--- src/hw/rtl/rwr_pkg.sv ---
// ----------------------------------------------------------------------------
// rwr_pkg
// Shared types and constants for the record word reverser.
// ----------------------------------------------------------------------------
package rwr_pkg;

  localparam int WORD_W    = 32;
  localparam int Q_DEPTH   = 2;
  localparam int Q_PTR_W   = 1;
  localparam int Q_CNT_W   = 2;

  // register indexes (byte address = 4 * index)
  localparam logic REG_EOR_THRESHOLD  = 1'b0;
  localparam logic REG_REVERSE_ENABLE = 1'b1;

  localparam logic [WORD_W-1:0] EOR_THRESHOLD_RST = 32'hFFFF_FFFF;

  typedef enum logic [2:0] {
    CMD_STORE,     // hold word in the record store
    CMD_REV,       // drain newest first, then separator
    CMD_FWD_WORD,  // drain in arrival order, then the word
    CMD_FLUSH,     // drain in arrival order, last flag on final beat
    CMD_BYPASS     // store full: word goes out with overflow
  } cmd_kind_t;

  typedef struct packed {
    cmd_kind_t         kind;
    logic [WORD_W-1:0] word;
  } cmd_t;

endpackage

--- src/hw/rtl/rwr_front.sv ---
// ----------------------------------------------------------------------------
// rwr_front
// Accepts input beats, classifies them into commands and keeps a shadow of
// the store fill level so overflow is decided at accept time.
// ----------------------------------------------------------------------------
module rwr_front
  import rwr_pkg::*;
#(
  parameter int MAX_RECORD = 63,
  parameter int CNT_W      = 6
) (
  input  logic              clk,
  input  logic              rst,
  input  logic              s_tvalid,
  output logic              s_tready,
  input  logic [31:0]       s_tdata,        // [31:0] in_word
  input  logic [0:0]        s_tuser,        // [0] mode
  input  logic [WORD_W-1:0] eor_threshold,
  input  logic              reverse_enable,
  input  logic              q_full,
  output logic              q_push,
  output cmd_t              q_cmd
);

  logic [CNT_W-1:0] fill;
  logic [CNT_W-1:0] fill_next;

  assign s_tready = !q_full;
  assign q_push   = s_tvalid && s_tready;

  always_comb begin
    q_cmd.word = s_tdata;
    fill_next  = fill;
    if (s_tuser[0]) begin
      q_cmd.kind = CMD_FLUSH;
      fill_next  = '0;
    end else if (!reverse_enable) begin
      q_cmd.kind = CMD_FWD_WORD;
      fill_next  = '0;
    end else if (s_tdata >= eor_threshold) begin
      q_cmd.kind = CMD_REV;
      fill_next  = '0;
    end else if (fill < CNT_W'(MAX_RECORD)) begin
      q_cmd.kind = CMD_STORE;
      fill_next  = fill + CNT_W'(1);
    end else begin
      q_cmd.kind = CMD_BYPASS;
    end
  end

  always_ff @(posedge clk) begin
    if (rst) begin
      fill <= '0;
    end else if (q_push) begin
      fill <= fill_next;
    end
  end

endmodule

--- src/hw/rtl/rwr_queue.sv ---
// ----------------------------------------------------------------------------
// rwr_queue
// Two-entry command queue between the front and back parts.
// ----------------------------------------------------------------------------
module rwr_queue
  import rwr_pkg::*;
(
  input  logic clk,
  input  logic rst,
  input  logic push,
  input  cmd_t push_cmd,
  input  logic pop,
  output cmd_t head,
  output logic full,
  output logic empty
);

  cmd_t               entries [Q_DEPTH];
  logic [Q_PTR_W-1:0] wr_ptr;
  logic [Q_PTR_W-1:0] rd_ptr;
  logic [Q_CNT_W-1:0] level;
  logic               do_push;
  logic               do_pop;

  assign full    = (level == Q_CNT_W'(Q_DEPTH));
  assign empty   = (level == '0);
  assign head    = entries[rd_ptr];
  assign do_push = push && !full;
  assign do_pop  = pop && !empty;

  always_ff @(posedge clk) begin
    if (do_push) begin
      entries[wr_ptr] <= push_cmd;
    end
  end

  always_ff @(posedge clk) begin
    if (rst) begin
      wr_ptr <= '0;
      rd_ptr <= '0;
      level  <= '0;
    end else begin
      if (do_push) wr_ptr <= wr_ptr + Q_PTR_W'(1);
      if (do_pop)  rd_ptr <= rd_ptr + Q_PTR_W'(1);
      if (do_push && !do_pop) begin
        level <= level + Q_CNT_W'(1);
      end else if (do_pop && !do_push) begin
        level <= level - Q_CNT_W'(1);
      end
    end
  end

  a_level_bound: assert property (@(posedge clk) disable iff (rst)
    level <= Q_CNT_W'(Q_DEPTH))
    else $error("queue level beyond depth");

endmodule

--- src/hw/rtl/rwr_back.sv ---
// ----------------------------------------------------------------------------
// rwr_back
// Executes commands: holds record words in the store and drains them to the
// output register one beat per cycle unless stalled, newest or oldest first.
// ----------------------------------------------------------------------------
module rwr_back
  import rwr_pkg::*;
#(
  parameter int MAX_RECORD = 63,
  parameter int CNT_W      = 6,
  parameter int IDX_W      = 6
) (
  input  logic        clk,
  input  logic        rst,
  input  logic        q_empty,
  input  cmd_t        q_head,
  output logic        q_pop,
  output logic        m_tvalid,
  input  logic        m_tready,
  output logic [31:0] m_tdata,   // [31:0] out_word
  output logic        m_tlast,
  output logic [0:0]  m_tuser    // [0] overflow
);

  typedef enum logic [1:0] {ST_IDLE, ST_DRAIN, ST_TAIL} state_t;

  state_t            state;
  logic [CNT_W-1:0]  count;
  logic [IDX_W-1:0]  idx;
  cmd_t              cur;
  logic [WORD_W-1:0] mem [MAX_RECORD];

  logic              out_free;
  logic              out_load;
  logic              drain_last;
  logic [IDX_W-1:0]  last_idx;

  assign out_free   = !m_tvalid || m_tready;
  assign out_load   = out_free && (state == ST_DRAIN || state == ST_TAIL);
  assign q_pop      = (state == ST_IDLE) && !q_empty;
  assign last_idx   = IDX_W'(count - CNT_W'(1));
  assign drain_last = (cur.kind == CMD_REV) ? (idx == '0) : (idx == last_idx);

  always_ff @(posedge clk) begin
    if (q_pop && q_head.kind == CMD_STORE) begin
      mem[count[IDX_W-1:0]] <= q_head.word;
    end
  end

  always_ff @(posedge clk) begin
    if (rst) begin
      state    <= ST_IDLE;
      count    <= '0;
      m_tvalid <= 1'b0;
    end else begin
      if (m_tvalid && m_tready && !out_load) m_tvalid <= 1'b0;
      unique case (state)
        ST_IDLE: begin
          if (!q_empty) begin
            cur <= q_head;
            unique case (q_head.kind)
              CMD_STORE: begin
                count <= count + CNT_W'(1);
              end
              CMD_FLUSH: begin
                if (count != '0) begin
                  idx   <= '0;
                  state <= ST_DRAIN;
                end
              end
              CMD_REV: begin
                if (count != '0) begin
                  idx   <= IDX_W'(count - CNT_W'(1));
                  state <= ST_DRAIN;
                end else begin
                  state <= ST_TAIL;
                end
              end
              CMD_FWD_WORD: begin
                if (count != '0) begin
                  idx   <= '0;
                  state <= ST_DRAIN;
                end else begin
                  state <= ST_TAIL;
                end
              end
              CMD_BYPASS: begin
                state <= ST_TAIL;
              end
              default: begin
                state <= ST_IDLE;
              end
            endcase
          end
        end
        ST_DRAIN: begin
          if (out_free) begin
            m_tvalid   <= 1'b1;
            m_tdata    <= mem[idx];
            m_tlast    <= (cur.kind == CMD_FLUSH) && drain_last;
            m_tuser[0] <= 1'b0;
            if (drain_last) begin
              count <= '0;
              state <= (cur.kind == CMD_FLUSH) ? ST_IDLE : ST_TAIL;
            end else if (cur.kind == CMD_REV) begin
              idx <= idx - IDX_W'(1);
            end else begin
              idx <= idx + IDX_W'(1);
            end
          end
        end
        ST_TAIL: begin
          if (out_free) begin
            m_tvalid   <= 1'b1;
            m_tdata    <= cur.word;
            m_tlast    <= 1'b1;
            m_tuser[0] <= (cur.kind == CMD_BYPASS);
            state      <= ST_IDLE;
          end
        end
        default: begin
          state <= ST_IDLE;
        end
      endcase
    end
  end

  a_ovf_is_last: assert property (@(posedge clk) disable iff (rst)
    m_tvalid && m_tuser[0] |-> m_tlast)
    else $error("overflow beat without last");

  a_drain_nonempty: assert property (@(posedge clk) disable iff (rst)
    state == ST_DRAIN |-> count != '0)
    else $error("draining an empty store");

  a_count_bound: assert property (@(posedge clk) disable iff (rst)
    count <= CNT_W'(MAX_RECORD))
    else $error("store count beyond capacity");

endmodule

--- src/hw/rtl/record_word_reverser_core.sv ---
// ----------------------------------------------------------------------------
// record_word_reverser_core
// Cuts a word ID stream into records and reverses the words of each record.
// ----------------------------------------------------------------------------
// Input beats arrive on s_*: s_tuser[0] is the mode (1 = flush), s_tdata the
// word. Results leave on m_*: m_tdata is the word, m_tlast marks the final
// result of an input beat, m_tuser[0] flags a word that bypassed a full store.
// Registers sit on the APB port: eor_threshold at 0x0, reverse_enable at 0x4;
// write them only while the block is idle.
// A front stage classifies each beat into a command and pushes it into a
// two-entry queue; the back stage runs commands against the record store.
// An input beat is taken whenever the queue has room. A stored word is
// absorbed by the back stage without leaving its idle state. A drain of n
// held words gives one result per cycle while m_tready is high; the back
// stage pops the command, drains the words, then sends the separator from
// its tail state. Input stalls once the queue fills. The output register
// holds its beat while m_tready is low and the back stage waits for it.
// Reset empties the queue and the store count and drops m_tvalid; store
// contents stay undefined and are never read before being written.
// ----------------------------------------------------------------------------
module record_word_reverser_core
  import rwr_pkg::*;
#(
  parameter int MAX_RECORD = 63
) (
  input  logic        clk,
  input  logic        rst,
  input  logic        s_tvalid,
  output logic        s_tready,
  input  logic [31:0] s_tdata,    // [31:0] in_word
  input  logic [0:0]  s_tuser,    // [0] mode
  output logic        m_tvalid,
  input  logic        m_tready,
  output logic [31:0] m_tdata,    // [31:0] out_word
  output logic        m_tlast,
  output logic [0:0]  m_tuser,    // [0] overflow
  input  logic        psel,
  input  logic        penable,
  input  logic        pwrite,
  input  logic [2:0]  paddr,
  input  logic [31:0] pwdata,
  output logic [31:0] prdata,
  output logic        pready
);

  localparam int CNT_W = $clog2(MAX_RECORD + 1);
  localparam int IDX_W = (MAX_RECORD > 1) ? $clog2(MAX_RECORD) : 1;

  logic [WORD_W-1:0] eor_threshold;
  logic              reverse_enable;
  logic              reg_wr;

  logic q_push;
  logic q_pop;
  logic q_full;
  logic q_empty;
  cmd_t q_cmd;
  cmd_t q_head;

  assign pready = 1'b1;
  assign reg_wr = psel && penable && pwrite && pready;
  assign prdata = (paddr[2] == REG_REVERSE_ENABLE) ? {31'b0, reverse_enable}
                                                   : eor_threshold;

  always_ff @(posedge clk) begin
    if (rst) begin
      eor_threshold  <= EOR_THRESHOLD_RST;
      reverse_enable <= 1'b1;
    end else if (reg_wr) begin
      if (paddr[2] == REG_EOR_THRESHOLD) begin
        eor_threshold <= pwdata;
      end else begin
        reverse_enable <= pwdata[0];
      end
    end
  end

  rwr_front #(
    .MAX_RECORD (MAX_RECORD),
    .CNT_W      (CNT_W)
  ) u_front (
    .clk            (clk),
    .rst            (rst),
    .s_tvalid       (s_tvalid),
    .s_tready       (s_tready),
    .s_tdata        (s_tdata),
    .s_tuser        (s_tuser),
    .eor_threshold  (eor_threshold),
    .reverse_enable (reverse_enable),
    .q_full         (q_full),
    .q_push         (q_push),
    .q_cmd          (q_cmd)
  );

  rwr_queue u_queue (
    .clk      (clk),
    .rst      (rst),
    .push     (q_push),
    .push_cmd (q_cmd),
    .pop      (q_pop),
    .head     (q_head),
    .full     (q_full),
    .empty    (q_empty)
  );

  rwr_back #(
    .MAX_RECORD (MAX_RECORD),
    .CNT_W      (CNT_W),
    .IDX_W      (IDX_W)
  ) u_back (
    .clk      (clk),
    .rst      (rst),
    .q_empty  (q_empty),
    .q_head   (q_head),
    .q_pop    (q_pop),
    .m_tvalid (m_tvalid),
    .m_tready (m_tready),
    .m_tdata  (m_tdata),
    .m_tlast  (m_tlast),
    .m_tuser  (m_tuser)
  );

endmodule

--- config.mk ---
export PLATFORM = sky130hd
export DESIGN_NAME = record_word_reverser_core
export DESIGN_NICKNAME = d
export VERILOG_FILES = /design/src/hw/rtl/rwr_pkg.sv /design/src/hw/rtl/rwr_front.sv /design/src/hw/rtl/rwr_queue.sv /design/src/hw/rtl/rwr_back.sv /design/src/hw/rtl/record_word_reverser_core.sv
export SDC_FILE = /design/constraint.sdc
export NUM_CORES = 2
export LEC_CHECK = 0
export BUFFER_PORTS_ARGS = -buffer_cell sky130_fd_sc_hd__clkbuf_2
export CELL_PAD_IN_SITES_DETAIL_PLACEMENT = 1
export CELL_PAD_IN_SITES_GLOBAL_PLACEMENT = 1
export CORE_MARGIN = 2
export CORE_UTILIZATION = 47
export DETAILED_ROUTE_END_ITERATION = 16
export PLACE_DENSITY = 0.7
export SLEW_MARGIN = 20
export SYNTH_ARGS = -nofsm -noshare
export SYNTH_HDL_FRONTEND = slang
export SYNTH_HIERARCHICAL = 1
export SYNTH_SLANG_ARGS = --single-unit
--- constraint.sdc ---
create_clock -name clk -period 6.3 [get_ports clk]
set_input_delay 1.26 -clock clk [delete_from_list [all_inputs] [get_ports clk]]
set_output_delay 1.26 -clock clk [all_outputs]
set_load 0.005 [all_outputs]
==> reports/results.txt <==
Largest net degree at the start of global routing -> 106
Achievable Freq -> 0.225 GHz
CTS max path bufs -> 3
RSZ-0062 raised after global routing -> false
Tightest Pin Transition -> 1.15 ns
Clk root buf -> clkbuf_16
DRT iter0 DRCs -> 4493
CTS clock-pin slew for the worst setup and hold paths -> 0.06 ns
Gate Count Post-Synth -> 4184
Critical path fanouts, max -> 21
Sw frac -> 26.5%
Final hold violation count -> 0
Average size of a mapped cell -> 20.7 sq um
Post-synth ARST share -> 0%
Clk_skew -> 0.0360 ns
Nets -> 4564
Inserted Clock Buffers -> 220
Initial core utilization -> 47.3%
Area growth from synthesis to layout -> 13.1%
Post_cts resized -> 0
Top-count cell post-synth -> edfxtp_1
Crit path DAT -> 4.95 ns
Pwr/cell area -> 371 nW/um^2
Core ar. -> 183000 sq um
Die width -> 434 microns
R2r endpoint -> u_back/mem[34][22]$_DFFE_PP_
Worst Reg-to-Reg Cells -> 7
TritonRoute pass-1 iters -> 5
First-pass GRT wire length -> 318000 microns
Die area -> 188000 sq um
Synthesized flop and latch total -> 2220
Final setup TNS -> 0 ns
Max Cap Viol -> 0
Antenna-violating nets left -> 0
Final setup viols -> 0
Fillers -> 16000
WP data required -> 6.81 ns
Post-Syn Nets -> 4304
Reg-to-reg slack, setup -> 1.86 ns
Slew HR -> 23.2%
Logic pwr share -> 14.3%
Cell Int Power -> 26.8 mW
Sequential power share -> 50.5%
Grt total ovfl -> 0
Post-synth top area cell -> edfxtp_1
TritonCTS clock tree -> yes
Drt drc -> 0
Hold Path Class -> reg2reg
Clk pwr share -> 35.2%
Initial antenna violation count -> 5
Synth top area cells -> edfxtp_1 75%, mux4_2 13%, mux2i_1 2.4%, dfxtp_1 1.4%, nor2_1 0.86%
Ys flop type -> edfxtp_1
Tcrit/Tclk final -> 70.6%
Yosys cell types -> 69
CTS Hold Bufs -> 0
All-Layer GR Usage -> 23.5%
Commonest cells in the netlist -> 2161 x edfxtp_1, 483 x mux4_2, 210 x mux2i_1
Post-DP HPWL -> 128000 microns
Inst Count DP -> 6686
Part of the Yosys area used for sequential elements -> 76.2%
CTS sink count -> 2220
Row count -> 157
Final wirelength -> 218000 microns
Post-Syn Area -> 86800 sq um
Die H -> 434 microns
Routed vias -> 42600
Status -> finished, final reports clean
Finished Core Util -> 53.5%
EDFF count, synth -> 2161
Pins Over Slew Limit -> 0
Vias per inst -> 6.01
I/O pin count -> 144
GPL Wtd Cong -> 0.773
Crit path capture -> u_back/mem[34][22]$_DFFE_PP_
Fin crit period -> 4.44 ns
Vias in the first global route -> 44900
Synth top area share -> 74.8%
Worst skew pair latency -> 0.85 ns
Peak supply drop -> 0.000389 V
CP Launch Type -> register
IO Port Bufs -> 140
Element type at the critical path end -> register
Post-CTS Setup Inserts -> 0
Pleak -> 31.5 nW
H-tree depth -> 4
YS warnings -> 6
Switch Pwr -> 9.64 mW
Final routed wire length divided by cell count -> 30.8 microns
Share of layout cells above drive strength 1 -> 26.6%
Non-Filler Instances -> 7097
WS Path Type -> reg2reg
sequential cells by signal, indices dropped and copies added (netlist names), named ones only:
| name | cells |
|---|---|
| u_back/cur | 35 |
| u_back/m_tlast | 1 |
| u_front/fill | 6 |
| u_back/count | 6 |
| u_back/idx | 6 |
| u_queue/wr_ptr | 1 |
| u_queue/rd_ptr | 1 |
| u_back/m_tdata | 32 |
| u_queue/entries | 70 |
| reverse_enable | 1 |
| u_back/m_tuser | 1 |
| eor_threshold | 32 |
| u_back/mem | 2016 |
| u_back/m_tvalid | 1 |
| u_queue/level | 2 |
| u_back/state | 2 |
worst min-delay path by stage:
stage | cells after the start | startpoint | slack [ns] | endpoint
2_1_floorplan | 2 | u_queue/wr_ptr$_SDFFE_PP0P_ | 0.45 | u_queue/wr_ptr$_SDFFE_PP0P_
3_3_place_gp | 2 | u_queue/wr_ptr$_SDFFE_PP0P_ | 0.48 | u_queue/wr_ptr$_SDFFE_PP0P_
3_5_place_dp | 2 | u_queue/rd_ptr$_SDFFE_PP0P_ | 0.49 | u_queue/rd_ptr$_SDFFE_PP0P_
4_1_cts | 2 | u_queue/wr_ptr$_SDFFE_PP0P_ | 0.51 | u_queue/wr_ptr$_SDFFE_PP0P_
5_1_grt | 2 | u_queue/rd_ptr$_SDFFE_PP0P_ | 0.54 | u_queue/rd_ptr$_SDFFE_PP0P_
6_report | 2 | u_queue/rd_ptr$_SDFFE_PP0P_ | 0.51 | u_queue/rd_ptr$_SDFFE_PP0P_
power by group through the flow:
stage	sequential, mW	clock (mW)	combinational, mW
floorplan	18.6	0	2.89
global placement	18.7	0	4.99
detailed placement	18.7	0	5.21
CTS	18.4	13.0	5.22
global route	18.4	13.5	5.55
finish	18.4	12.8	5.21
logic make-up after synthesis:
group,count (synthesis),share of synthesized area (%)
xor+xnor,19,0.209
simple gates,494,2.73
compound gates,351,2.66
buf+inv,301,1.84
other cells,1,0.00432
mux,752,15.7
flops,2220,76.2
fa+ha+maj,46,0.669
cells in the final DEF (no fill, tap or decap), types with 37 or more instances in the layout:
cell type and count:
clkinv_1 52, o21ai_0 90, ha_1 44, mux4_2 483, nand2_1 77, clkbuf_16 221
a22oi_1 37, nor3_1 54, clkbuf_1 54, dfxtp_1 53, edfxtp_1 2161, a21oi_1 54
nor2b_1 69, nor2_4 63, mux2i_1 210, buf_4 132, clkbuf_2 139, mux2_2 56
nor2_1 136, inv_1 47
area by class of cell:
type	instances	area, sq um	share of cell area, %
Tap cell	2464	3080	3.14
Clock inverter	134	1300	1.33
Multi-Input combinational cell	1663	19600	20.0
Sequential cell	2220	66100	67.4
Timing Repair Buffer	290	2080	2.12
Antenna cell	2	5.00	0.00510
Clock buffer	275	5730	5.85
Inverter	49	184	0.188
critical path, cell delays in order (launching register included):
cell,delay [ns]
dfxtp_2,0.40
mux2_2,0.41
nor3b_1,0.56
nand2_1,0.16
nor2_1,0.48
nand2_1,0.69
nor2_4,0.97
buf_4,0.39
layer usage:
layer | routed length, microns | track usage [%] | share of wire [%] | vias to the layer above
met5 | 13 | 0 | 0.0060 | -
met4 | 5380 | 6.40 | 2.5 | 2
met3 | 16100 | 4.16 | 7.4 | 314
met2 | 107000 | 38.1 | 49 | 1667
met1 | 89700 | 33.1 | 41 | 22900
li1 | - | - | - | 17700
stage by stage:
stage	setup slack [ns]	hold slack, ns	instance area [sq um]	power (mW)
global placement	2.08	0.476	90900	23.7
floorplan	1.80	0.452	86800	21.5
detailed placement	1.97	0.493	91000	23.9
global route	1.69	0.542	98100	37.5
finish	1.86	0.507	98100	36.4
CTS	1.89	0.507	98100	36.6
No activity file was read; power rests on OpenSTA's default activity.
